### config.mk
export PLATFORM = sky130hd
export DESIGN_NAME = bounded_array_list_engine_unit
export DESIGN_NICKNAME = d
export VERILOG_FILES = /design/src/hdl/bale_pkg.sv /design/src/hdl/bale_dp.sv /design/src/hdl/bale_ctrl.sv /design/src/hdl/bounded_array_list_engine_unit.sv
export SDC_FILE = /design/constraint.sdc
export NUM_CORES = 1
export LEC_CHECK = 0
export BUFFER_PORTS_ARGS = -buffer_cell sky130_fd_sc_hd__buf_4
export CORE_ASPECT_RATIO = 0.7
export CORE_UTILIZATION = 44
export CTS_CLUSTER_SIZE = 20
export DETAILED_ROUTE_END_ITERATION = 7
export PLACE_DENSITY = 0.67
export REMOVE_ABC_BUFFERS = 1
export SLEW_MARGIN = 20
export SYNTH_ARGS = -nofsm -noshare
export SYNTH_HDL_FRONTEND = slang
export SYNTH_SLANG_ARGS = --single-unit
### constraint.sdc
create_clock -name clk -period 6.2 [get_ports clk]
set_input_delay 0.93 -clock clk [delete_from_list [all_inputs] [get_ports clk]]
set_output_delay 0.93 -clock clk [all_outputs]
set_load 0.1 [all_outputs]
### src/hdl/bale_pkg.sv
// Shared types, codes and sizes for the bounded array list engine.
`default_nettype none

package bale_pkg;

    localparam int CAPACITY = 16;
    localparam int AW       = (CAPACITY > 1) ? $clog2(CAPACITY) : 1;
    localparam int CW       = $clog2(CAPACITY + 1);

    typedef enum logic [2:0] {
        OP_INS_HEAD = 3'd0,
        OP_INS_TAIL = 3'd1,
        OP_INS_POS  = 3'd2,
        OP_DEL_TAIL = 3'd3,
        OP_DEL_HEAD = 3'd4,
        OP_DEL_VAL  = 3'd5,
        OP_DEL_POS  = 3'd6,
        OP_CLEAR    = 3'd7
    } op_t;

    typedef enum logic [2:0] {
        ST_OK       = 3'd0,
        ST_FULL     = 3'd1,
        ST_EMPTY    = 3'd2,
        ST_BADPOS   = 3'd3,
        ST_NOTFOUND = 3'd4
    } status_t;

    typedef struct packed {
        logic [2:0]         req_type;
        logic [3:0]         position;
        logic signed [31:0] item_value;
    } req_t;

    typedef struct packed {
        logic [2:0] status;
        logic [4:0] count;
    } rsp_t;

    typedef enum logic [2:0] {
        S_IDLE,
        S_SHIFT_UP,
        S_SHIFT_DOWN,
        S_SEARCH,
        S_FINISH
    } state_t;

    typedef enum logic [1:0] {
        AT_HOLD,
        AT_ZERO,
        AT_COUNT,
        AT_POS
    } at_sel_t;

    typedef enum logic [2:0] {
        IDX_HOLD,
        IDX_ZERO,
        IDX_COUNT,
        IDX_POS,
        IDX_INC,
        IDX_DEC
    } idx_op_t;

    typedef enum logic [1:0] {
        WR_NONE,
        WR_UP,
        WR_DOWN,
        WR_VAL
    } wr_op_t;

    typedef enum logic [1:0] {
        CNT_HOLD,
        CNT_INC,
        CNT_DEC,
        CNT_CLR
    } cnt_op_t;

    typedef struct packed {
        logic    load_req;
        at_sel_t at_sel;
        idx_op_t idx_op;
        wr_op_t  wr_op;
        cnt_op_t cnt_op;
        logic    st_load;
        status_t st_code;
        logic    out_load;
    } cmd_t;

    typedef struct packed {
        logic full;
        logic empty;
        logic pos_bad;
        logic idx_above_at;
        logic idx_next_held;
        logic idx_end;
        logic match;
    } flags_t;

endpackage

`default_nettype wire

### src/hdl/bale_dp.sv
// Datapath: entry storage, count, walk index and result register.
`default_nettype none

module bale_dp (
    input  wire logic            clk,
    input  wire logic            rst_n,
    input  wire bale_pkg::req_t  req,
    input  wire bale_pkg::cmd_t  cmd,
    output bale_pkg::flags_t     flags,
    output bale_pkg::rsp_t       rsp
);
    import bale_pkg::*;

    logic [31:0]   mem [CAPACITY];
    logic [31:0]   val_reg;
    logic [CW-1:0] count_reg;
    logic [CW-1:0] count_next;
    logic [CW-1:0] idx_reg;
    logic [CW-1:0] idx_next;
    logic [CW-1:0] at_reg;
    logic [CW-1:0] at_next;
    status_t       status_reg;
    rsp_t          rsp_reg;
    logic [CW-1:0] req_pos;
    logic [CW-1:0] idx_plus;
    logic [CW-1:0] idx_minus;
    logic [AW-1:0] rd_addr;
    logic [31:0]   rd_data;
    logic [31:0]   wr_data;

    assign req_pos   = CW'(req.position);
    assign idx_plus  = idx_reg + CW'(1);
    assign idx_minus = idx_reg - CW'(1);

    // Shift read port; its address follows the direction of the current shift.
    always_comb
    begin
        case (cmd.wr_op)
            WR_UP:   rd_addr = idx_minus[AW-1:0];
            WR_DOWN: rd_addr = idx_plus[AW-1:0];
            default: rd_addr = idx_reg[AW-1:0];
        endcase
    end

    assign rd_data = mem[rd_addr];
    assign wr_data = (cmd.wr_op == WR_VAL) ? val_reg : rd_data;

    always_ff @(posedge clk)
    begin
        if (cmd.wr_op != WR_NONE)
        begin
            mem[idx_reg[AW-1:0]] <= wr_data;
        end
    end

    always_comb
    begin
        case (cmd.cnt_op)
            CNT_INC: count_next = count_reg + CW'(1);
            CNT_DEC: count_next = count_reg - CW'(1);
            CNT_CLR: count_next = '0;
            default: count_next = count_reg;
        endcase
        case (cmd.idx_op)
            IDX_ZERO:  idx_next = '0;
            IDX_COUNT: idx_next = count_reg;
            IDX_POS:   idx_next = req_pos;
            IDX_INC:   idx_next = idx_plus;
            IDX_DEC:   idx_next = idx_minus;
            default:   idx_next = idx_reg;
        endcase
        case (cmd.at_sel)
            AT_ZERO:  at_next = '0;
            AT_COUNT: at_next = count_reg;
            AT_POS:   at_next = req_pos;
            default:  at_next = at_reg;
        endcase
    end

    always_ff @(posedge clk or negedge rst_n)
    begin
        if (!rst_n)
        begin
            count_reg <= '0;
        end
        else
        begin
            count_reg <= count_next;
        end
    end

    always_ff @(posedge clk)
    begin
        idx_reg <= idx_next;
        at_reg  <= at_next;
        if (cmd.load_req)
        begin
            val_reg <= req.item_value;
        end
        if (cmd.st_load)
        begin
            status_reg <= cmd.st_code;
        end
        if (cmd.out_load)
        begin
            rsp_reg.status <= status_reg;
            rsp_reg.count  <= 5'(count_reg);
        end
    end

    assign flags.full          = (count_reg >= CW'(CAPACITY));
    assign flags.empty         = (count_reg == '0);
    assign flags.pos_bad       = (req_pos >= count_reg);
    assign flags.idx_above_at  = (idx_reg > at_reg);
    assign flags.idx_next_held = (idx_plus < count_reg);
    assign flags.idx_end       = (idx_reg == count_reg);
    assign flags.match         = (mem[idx_reg[AW-1:0]] == val_reg);

    assign rsp = rsp_reg;

endmodule

`default_nettype wire

### src/hdl/bale_ctrl.sv
// Controller: decodes a request and sequences the shift and search walks.
`default_nettype none

module bale_ctrl (
    input  wire logic             clk,
    input  wire logic             rst_n,
    input  wire logic             req_valid,
    input  wire logic [2:0]       req_type,
    output logic                  req_stall,
    output logic                  rsp_valid,
    input  wire logic             rsp_stall,
    input  wire bale_pkg::flags_t flags,
    output bale_pkg::cmd_t        cmd
);
    import bale_pkg::*;

    state_t state_reg;
    state_t state_next;
    logic   out_valid_reg;
    logic   out_valid_next;
    op_t    op;

    assign op        = op_t'(req_type);
    assign req_stall = (state_reg != S_IDLE);
    assign rsp_valid = out_valid_reg;

    always_ff @(posedge clk or negedge rst_n)
    begin
        if (!rst_n)
        begin
            state_reg     <= S_IDLE;
            out_valid_reg <= 1'b0;
        end
        else
        begin
            state_reg     <= state_next;
            out_valid_reg <= out_valid_next;
        end
    end

    always_comb
    begin
        state_next = state_reg;
        cmd        = '0;
        cmd.st_code = ST_OK;
        case (state_reg)
            S_IDLE:
            begin
                if (req_valid)
                begin
                    cmd.load_req = 1'b1;
                    cmd.st_load  = 1'b1;
                    state_next   = S_FINISH;
                    case (op)
                        OP_INS_HEAD, OP_INS_TAIL, OP_INS_POS:
                        begin
                            if (flags.full)
                            begin
                                cmd.st_code = ST_FULL;
                            end
                            else if (op == OP_INS_POS && flags.pos_bad)
                            begin
                                cmd.st_code = ST_BADPOS;
                            end
                            else
                            begin
                                cmd.idx_op = IDX_COUNT;
                                if (op == OP_INS_HEAD)
                                begin
                                    cmd.at_sel = AT_ZERO;
                                end
                                else if (op == OP_INS_TAIL)
                                begin
                                    cmd.at_sel = AT_COUNT;
                                end
                                else
                                begin
                                    cmd.at_sel = AT_POS;
                                end
                                state_next = S_SHIFT_UP;
                            end
                        end
                        OP_DEL_TAIL:
                        begin
                            if (flags.empty)
                            begin
                                cmd.st_code = ST_EMPTY;
                            end
                            else
                            begin
                                cmd.cnt_op = CNT_DEC;
                            end
                        end
                        OP_DEL_HEAD:
                        begin
                            if (flags.empty)
                            begin
                                cmd.st_code = ST_EMPTY;
                            end
                            else
                            begin
                                cmd.idx_op = IDX_ZERO;
                                state_next = S_SHIFT_DOWN;
                            end
                        end
                        OP_DEL_VAL:
                        begin
                            if (flags.empty)
                            begin
                                cmd.st_code = ST_EMPTY;
                            end
                            else
                            begin
                                cmd.idx_op = IDX_ZERO;
                                state_next = S_SEARCH;
                            end
                        end
                        OP_DEL_POS:
                        begin
                            if (flags.empty)
                            begin
                                cmd.st_code = ST_EMPTY;
                            end
                            else if (flags.pos_bad)
                            begin
                                cmd.st_code = ST_BADPOS;
                            end
                            else
                            begin
                                cmd.idx_op = IDX_POS;
                                state_next = S_SHIFT_DOWN;
                            end
                        end
                        default:
                        begin
                            if (flags.empty)
                            begin
                                cmd.st_code = ST_EMPTY;
                            end
                            else
                            begin
                                cmd.cnt_op = CNT_CLR;
                            end
                        end
                    endcase
                end
            end
            S_SHIFT_UP:
            begin
                // Move entries up one slot from the tail down to the gap.
                if (flags.idx_above_at)
                begin
                    cmd.wr_op  = WR_UP;
                    cmd.idx_op = IDX_DEC;
                end
                else
                begin
                    cmd.wr_op  = WR_VAL;
                    cmd.cnt_op = CNT_INC;
                    state_next = S_FINISH;
                end
            end
            S_SHIFT_DOWN:
            begin
                // Close the gap by pulling each following entry down one slot.
                if (flags.idx_next_held)
                begin
                    cmd.wr_op  = WR_DOWN;
                    cmd.idx_op = IDX_INC;
                end
                else
                begin
                    cmd.cnt_op  = CNT_DEC;
                    cmd.st_load = 1'b1;
                    cmd.st_code = ST_OK;
                    state_next  = S_FINISH;
                end
            end
            S_SEARCH:
            begin
                if (flags.idx_end)
                begin
                    cmd.st_load = 1'b1;
                    cmd.st_code = ST_NOTFOUND;
                    state_next  = S_FINISH;
                end
                else if (flags.match)
                begin
                    state_next = S_SHIFT_DOWN;
                end
                else
                begin
                    cmd.idx_op = IDX_INC;
                end
            end
            S_FINISH:
            begin
                if (!out_valid_reg || !rsp_stall)
                begin
                    cmd.out_load = 1'b1;
                    state_next   = S_IDLE;
                end
            end
            default:
            begin
                state_next = S_IDLE;
            end
        endcase
    end

    always_comb
    begin
        if (cmd.out_load)
        begin
            out_valid_next = 1'b1;
        end
        else if (!rsp_stall)
        begin
            out_valid_next = 1'b0;
        end
        else
        begin
            out_valid_next = out_valid_reg;
        end
    end

endmodule

`default_nettype wire

### src/hdl/bounded_array_list_engine_unit.sv
// Top level of the bounded array list engine: controller plus datapath.
//
//  Channel | Direction | Handshake         | Payload
//  --------+-----------+-------------------+------------------------------------
//  req     | in        | req_valid/stall   | req_type, position, item_value
//  rsp     | out       | rsp_valid/stall   | status, count
//
// Refused requests, a delete at the tail and a clear are accepted and then load the
// result register. An insert moves entries up one slot from the tail down to the gap and
// then writes the new value. A delete at the head or at a position pulls each following
// entry down one slot. A delete by value compares held entries from the head; on a match it
// pulls the following entries down. One entry is moved or compared per cycle.
// Reset clears the count and the control state; the entries themselves are not cleared,
// since nothing beyond the count is ever read. A result waits in its output register
// while the next request beat is accepted; only the final hand-off waits on rsp_stall.
`default_nettype none

module bounded_array_list_engine_unit (
    input  wire logic           clk,
    input  wire logic           rst_n,
    input  wire logic           req_valid,
    output logic                req_stall,
    input  wire bale_pkg::req_t req,
    output logic                rsp_valid,
    input  wire logic           rsp_stall,
    output bale_pkg::rsp_t      rsp
);
    import bale_pkg::*;

    cmd_t   cmd;
    flags_t flags;

    // The controller decodes each request beat and walks the shift or search.
    bale_ctrl u_ctrl (
        .clk       (clk),
        .rst_n     (rst_n),
        .req_valid (req_valid),
        .req_type  (req.req_type),
        .req_stall (req_stall),
        .rsp_valid (rsp_valid),
        .rsp_stall (rsp_stall),
        .flags     (flags),
        .cmd       (cmd)
    );

    // The datapath holds the entries, the count and the result register.
    bale_dp u_dp (
        .clk   (clk),
        .rst_n (rst_n),
        .req   (req),
        .cmd   (cmd),
        .flags (flags),
        .rsp   (rsp)
    );

    // The reported count can never exceed the capacity.
    assert property (@(posedge clk) disable iff (!rst_n)
        rsp_valid |-> (rsp.count <= 5'(CAPACITY)))
    else $error("count beyond capacity");

    // A full status is only ever reported on a full list.
    assert property (@(posedge clk) disable iff (!rst_n)
        (rsp_valid && rsp.status == ST_FULL) |-> (rsp.count == 5'(CAPACITY)))
    else $error("full status with room left");

    // An empty status is only ever reported on an empty list.
    assert property (@(posedge clk) disable iff (!rst_n)
        (rsp_valid && rsp.status == ST_EMPTY) |-> (rsp.count == 5'd0))
    else $error("empty status with entries held");

    // Once a request beat is taken, the engine is busy in the next cycle.
    assert property (@(posedge clk) disable iff (!rst_n)
        (req_valid && !req_stall) |=> req_stall)
    else $error("request taken while busy");

endmodule

`default_nettype wire

=== Word-level counts from Yosys, hierarchy flattened ===
Memories as Yosys holds them, arrays and structs flattened. A register that Yosys moved wholly into a read port is not among the register bits.
Cells that the tools add are included.

* Register bits: 62
* Latch bits: 0
* Bits in writable memories: 512
* ROM bits: 0
* Bits of input ports: 43
* Output and inout port bits: 10
* Memories: 1

* $add $sub $neg: 4
* Multiply operators: 0
* Div/mod/pow operators: 0
* Magnitude comparators: 4
* Eq/ne operators: 32
* Shift operators: 0
* Mux-type cells: 59
* Bitwise logic cells: 0
* Reductions and logical operators: 16

{| class="wikitable"
|+ Memory list
! name !! depth !! width !! read ports !! clocked after Yosys merged registers in !! write ports !! line !! RTL
|-
| u_dp.mem || 16 || 32 || 2 || 1 || 1 || bale_dp.sv:14 || <nowiki>logic [31:0] mem [CAPACITY];</nowiki>
|}

{| class="wikitable"
|+ Operators with widths
! kind !! number
|-
| $mux 3 || 19
|-
| $eq 32x32->1 || 1
|-
| $mux 32 || 1
|-
| $pmux 5 s3 || 2
|-
| $pmux 5 s5 || 1
|-
| $pmux 3 s4 || 2
|-
| $eq 3x2->1 const B || 6
|-
| $eq 3x3->1 const B || 6
|-
| $mux 2 || 9
|-
| $mux 6 || 3
|-
| $mux 5 || 3
|-
| $pmux 3 s5 || 1
|-
| $eq 2x2->1 const B || 6
|-
| $pmux 4 s3 || 1
|-
| $add 5x1->5 const B || 2
|-
| $sub 5x1->5 const B || 2
|-
| $eq 3x1->1 const B || 3
|-
| $mux 1 || 9
|-
| $pmux 3 s3 || 1
|-
| $reduce_bool 3->1 || 3
|-
| $mux 4 || 2
|-
| $pmux 2 s2 || 2
|-
| $pmux 4 s2 || 1
|-
| $eq 2x1->1 const B || 3
|-
| other kinds (21) || 26
|}

=== Longest topological paths before layout ===
* Word-level depth: 11
* Depth in mapped cells: 23
* Mapped depth without buffers: 19

=== Cells and area by module ===
Synthesis repeated with hierarchy kept, for this count alone.

* Cells, all modules: 1648
* Area total of the unflattened synthesis: 27995.6 um^2

{| class="wikitable"
|+ By module, submodules not included
! module !! times used !! cells an instance !! area each (um^2)
|-
| bale_dp || 1 || 1564 || 27426.3
|-
| bale_ctrl || 1 || 84 || 569.3
|}

=== Least setup slack after synthesis ===
OpenSTA, ideal clock, no wires.

* Path type: reg-to-reg
* Start: register u_dp.idx_reg[1]
* End: memory u_dp.mem[3][0] (enable)
* Setup time: 0.461 ns
* Arrival time: 4.732 ns
* Path slack: 1.007 ns
* Stages on the path, launching flop included: 13
* Buffers on the path: 1
* Period minus slack after synthesis: 5.193 ns
* Cell sequence: edfxtp_1 clkbuf_1 inv_1 ha_1 ha_1 nor2b_1 o21ai_0 a21oi_1 a211oi_1 a21oi_1 ha_1 nand2b_1 nor3_1

* Word-level cells in the longest chain between the ends: 7
* Elaborated cells on any way between the ends: 9
* Classes of those cells: 1 x add/sub; 2 x order compare; 5 x mux; 1 x reduce/logical

{| class="wikitable"
|+ Ends and longest elaborated chain
! element !! line !! RTL
|-
| start, declared || bale_dp.sv:18 || <nowiki>logic [CW-1:0] idx_reg;</nowiki>
|-
| start signal, assigned || bale_dp.sv:94 || <nowiki>idx_reg <= idx_next;</nowiki>
|-
| $add 5x1->5 || bale_dp.sv:32 || <nowiki>assign idx_plus = idx_reg + CW'(1);</nowiki>
|-
| $lt 5x5->1 || bale_dp.sv:115 || <nowiki>assign flags.idx_next_held = (idx_plus < count_reg);</nowiki>
|-
| $mux 5 || bale_ctrl.sv:166 || <nowiki>if (flags.idx_next_held)</nowiki>
|-
| $pmux 2 s2 || bale_ctrl.sv:46 || <nowiki>case (state_reg)</nowiki>
|-
| $reduce_bool 2->1 || bale_dp.sv:50 || <nowiki>if (cmd.wr_op != WR_NONE)</nowiki>
|-
| $mux 1 || bale_dp.sv:50 ||
|-
| $mux 1 (implied by the code) || bale_dp.sv:52 || <nowiki>mem[idx_reg[AW-1:0]] <= wr_data;</nowiki>
|-
| end, declared || bale_dp.sv:14 ||
|}

Several ways; a longest one is shown, not always the timed one.

=== Final worst setup path ===
* Start: register u_dp.idx_reg[0]
* End: memory u_dp.mem[9][15], data pin

* Word-level cells in the longest chain between the ends: 8
* Elaborated cells on any way between the ends: 13
* Classes of those cells: 2 x add/sub; 2 x order compare; 3 x eq/ne; 5 x mux; 1 x memory

{| class="wikitable"
|+ Ends and longest elaborated chain
! element !! line !! RTL
|-
| $add 5x1->5 || bale_dp.sv:32 ||
|-
| $lt 5x5->1 || bale_dp.sv:115 ||
|-
| $mux 5 || bale_ctrl.sv:166 ||
|-
| $pmux 2 s2 || bale_ctrl.sv:46 ||
|-
| $eq 2x2->1 / $eq 2x1->1 (equally long branches) || bale_dp.sv:38 || <nowiki>case (cmd.wr_op)</nowiki>
|-
| $pmux 4 s2 || bale_dp.sv:38 ||
|-
| $mem_v2 16x32 || n/a ||
|-
| $mux 32 * || bale_dp.sv:46 || <nowiki>assign wr_data = (cmd.wr_op == WR_VAL) ? val_reg : rd_data;</nowiki>
|-
| net u_dp.wr_data[15] || bale_dp.sv:29 || <nowiki>logic [31:0] wr_data;</nowiki>
|}

Mark *: on every way through the listed nets, which the timed path passes. The rest lies on a longest branch.

==> run_results.csv <==
group,metric,value,unit
route,routed_wl,74400,µm
yosys,synth-edff-count,565,
global_route,grt_first_pass_wirelength,110000,µm
power_and_ir_drop,peakVddDrop,0.514,mV
critical_path,crit_chain,"inv_1 > ha_1 > ha_1 > nor2b_1 > o21ai_0 > a21oi_1 > a211oi_1 > a21oi_1 > ha_1 > o21ai_0 > mux2i_4 > buf_4 > mux4_2 > mux2_2 > o21ai_0 > o21ai_0 > buf_4",
power_and_ir_drop,combPwrFrac,0.485,
layout,fin_cells,2619,
layout,fin_util,0.503,
clock_network,clk_pin_slew,0.07,ns
sta,finalCritPeriodShare,0.937,
critical_path,reg2reg_depth,17,
clock_network,hold_buffers,0,
power_and_ir_drop,power.density,635,nW/µm²
outcome,status,"finished, final reports clean",
global_route,gr-total-overflow,0,
power_and_ir_drop,switching_share,0.371,
critical_path,crit_type,"reg -> reg",
critical_path,crit_slowest_cell,"mux2i_4",
clock_network,clk_path_buf_depth,3,
layout,final_area,31700,µm²
route,wl_per_cell,28.4,µm
yosys,synthTopCellsByArea,"edfxtp_1 (60%), mux4_2 (17%), mux2i_1 (4.4%)",
yosys,synth_seq_cells,578,
floorplan,die-area,64900,µm²
global_route,grt_max_degree,60,
yosys,ys_types,73,
sta,layout_setup_ws,0.388,ns
placed_design,port_buffers,52,
clock_network,cts.sinks,578,
yosys,synth_area,28100,µm²
placed_design,place_area,30000,µm²
critical_path,cp_data_arrival_time,6.18,ns
yosys,yosys.area.top_type,"edfxtp_1",
global_route,grt_pass1_vias,16500,
placed_design,dpl_worst_slack,0.503,ns
critical_path,worst-path-buf-inv,3,
critical_path,crit_family,"compound AO/OA/AOI/OAI gates",
layout,multi_input_area,10400,µm²
power_and_ir_drop,sequentialPowerShare,0.351,
floorplan,core_area,63100,µm²
sta,final.min_clock_period,5.81,ns
critical_path,required,6.56,ns
yosys,synthArstFlopShare,0.0156,
yosys,synth.most_common_cell,"edfxtp_1",
clock_network,root_buffer,"clkbuf_16",
sta,setup_viol,0,
sta,hold_viol,0,
floorplan,rows,77,
route,first_pass_iters,5,
placed_design,dp_cells,2521,
clock_network,cts_tree,"built",
sta,fmax,0.172,GHz
layout,antenna_cells,0,
critical_path,start_kind,"flop",
placed_design,routabilityCongestion,0.860,
power_and_ir_drop,switching_power,7.48,mW
global_route,antenna_found_initial,1,
power_and_ir_drop,power,20.1,mW
clock_network,post_cts_buffers,0,
critical_path,slowest_delay,0.71,ns
floorplan,die_x,304,µm
critical_path,end_kind,"flop",
run,cap_violations,0,
route,drtAntennaViolNets,0,
yosys,synth_seq_area_share,0.614,
sta,slew_violations,0,
placed_design,hpwl,45200,µm
layout,syn2layout_area_growth,12.8,%
yosys,ys.flop_type,"edfxtp_1",
sta,skew,0.0177,ns
floorplan,io-pin-count,53,
layout,fin_nets,1817,
sta,slew_headroom,0.207,
critical_path,critPathMaxFanout,12,
critical_path,crit_path_frequent_cell,"o21ai_0",
sta,fin_hold_ws,0.120,ns
power_and_ir_drop,p_leak,10.6,nW
route,drc_errors,0,
yosys,ys_top_cells_by_count,"edfxtp_1 (565), mux4_2 (215), mux2i_1 (124)",
yosys,syn-instance-count,1654,
layout,final-seq-area,17300,µm²
yosys,synth.avg_cell_area,17.0,µm²
layout,nFillCells,5087,
route,vias,16400,
power_and_ir_drop,clkPwrFrac,0.164,
route,viasPerCell,6.24,
floorplan,start_util,0.446,
critical_path,r2r_start,"u_dp.idx_reg[0]",
global_route,grt_usage,0.231,
clock_network,h-tree-depth,2,
critical_path,r2r_slack,0.39,ns
clock_network,cts_buffers,53,
sta,rsz0062_at_grt,"false",
layout,drive_gt1_frac,0.293,
clock_network,cts.repair.resized,0,
power_and_ir_drop,power.internal,12.7,mW
route,first_iter_violations,1665,
yosys,yosysWarnings,0,
floorplan,die_h,213,µm
layout,largest_reg_flops,512,
sta,fin_setup_tns,0,ns
sta,tightest_slew,1.19,ns
clock_network,insertion_delay,0.63,ns
critical_path,r2r_end,"u_dp.mem[9][15]",
worst_hold_path,hold_path_class,"in -> async",
yosys,yosysTopAreaCellShare,0.603,
==> how the worst max path moves through the flow <==
stage	start	endpoint	slack [ns]	depth (start not counted)
2_1_floorplan	u_dp.idx_reg[0]	u_dp.mem[0][0]	-14.80	15
3_3_place_gp	u_dp.idx_reg[0]	u_dp.mem[14][15]	0.60	17
3_5_place_dp	u_dp.idx_reg[0]	u_dp.mem[8][15]	0.50	17
4_1_cts	u_dp.idx_reg[0]	u_dp.mem[15][0]	0.46	17
5_1_grt	u_dp.idx_reg[0]	u_dp.mem[9][15]	0.04	17
6_report	u_dp.idx_reg[0]	u_dp.mem[9][15]	0.39	17
==> layer usage <==
layer | global-route usage | share of wire | up-vias
met4 | 0.0623 | 0.020 | 2
met3 | 0.0568 | 0.088 | 107
met1 | 0.327 | 0.43 | 8566
li1 | - | - | 6929
met5 | 0 | 0.00017 | -
met2 | 0.360 | 0.46 | 751
==> final cells by class <==
type / instances / area share
multi-input cells: 942 / 0.326
inverters: 29 / 0.00351
flip-flops and latches: 578 / 0.545
clock buffers: 64 / 0.0445
well taps: 829 / 0.0327
clock inverters: 34 / 0.00986
repair buffers: 143 / 0.0382
==> placed cells by master, fill, tap and decap left out, drive strengths merged, types with 7 or more instances in the layout <==
cell    instances
a22oi           8
nand2b         11
o22ai          16
nor2           44
a21oi          28
o211ai          9
and3            8
and2            7
edfxtp        565
mux2           61
buf           143
dfrtp           9
nor2b           8
a22o           11
ha             26
clkinv         24
o21ai          76
xor2           40
mux2i         124
nand2         102
mux4          215
clkbuf         64
nor3           26
a221oi         14
inv            31
xnor2          33
==> power by group through the flow <==
stage / sequential (mW) / combinational, mW / clock [mW]
finish: 7.07 / 9.76 / 3.31
global route: 7.13 / 10.5 / 3.50
CTS: 7.07 / 9.75 / 3.37
detailed placement: 7.15 / 9.71 / 0
global placement: 7.13 / 9.49 / 0
floorplan: 6.97 / 5.59 / 0
==> kinds of logic (layout without fill, tap and decap cells) <==
family	count (synthesis)	after routing	share of synthesized area
compound gates	206	206	0.0476
xor+xnor	73	73	0.0227
fa+ha+maj	27	27	0.0123
buf+inv	134	270	0.0225
flops	578	578	0.614
mux	400	400	0.241
other cells	1	1	0.000133
simple gates	235	235	0.0396
No activity file was read; power rests on OpenSTA's default activity.
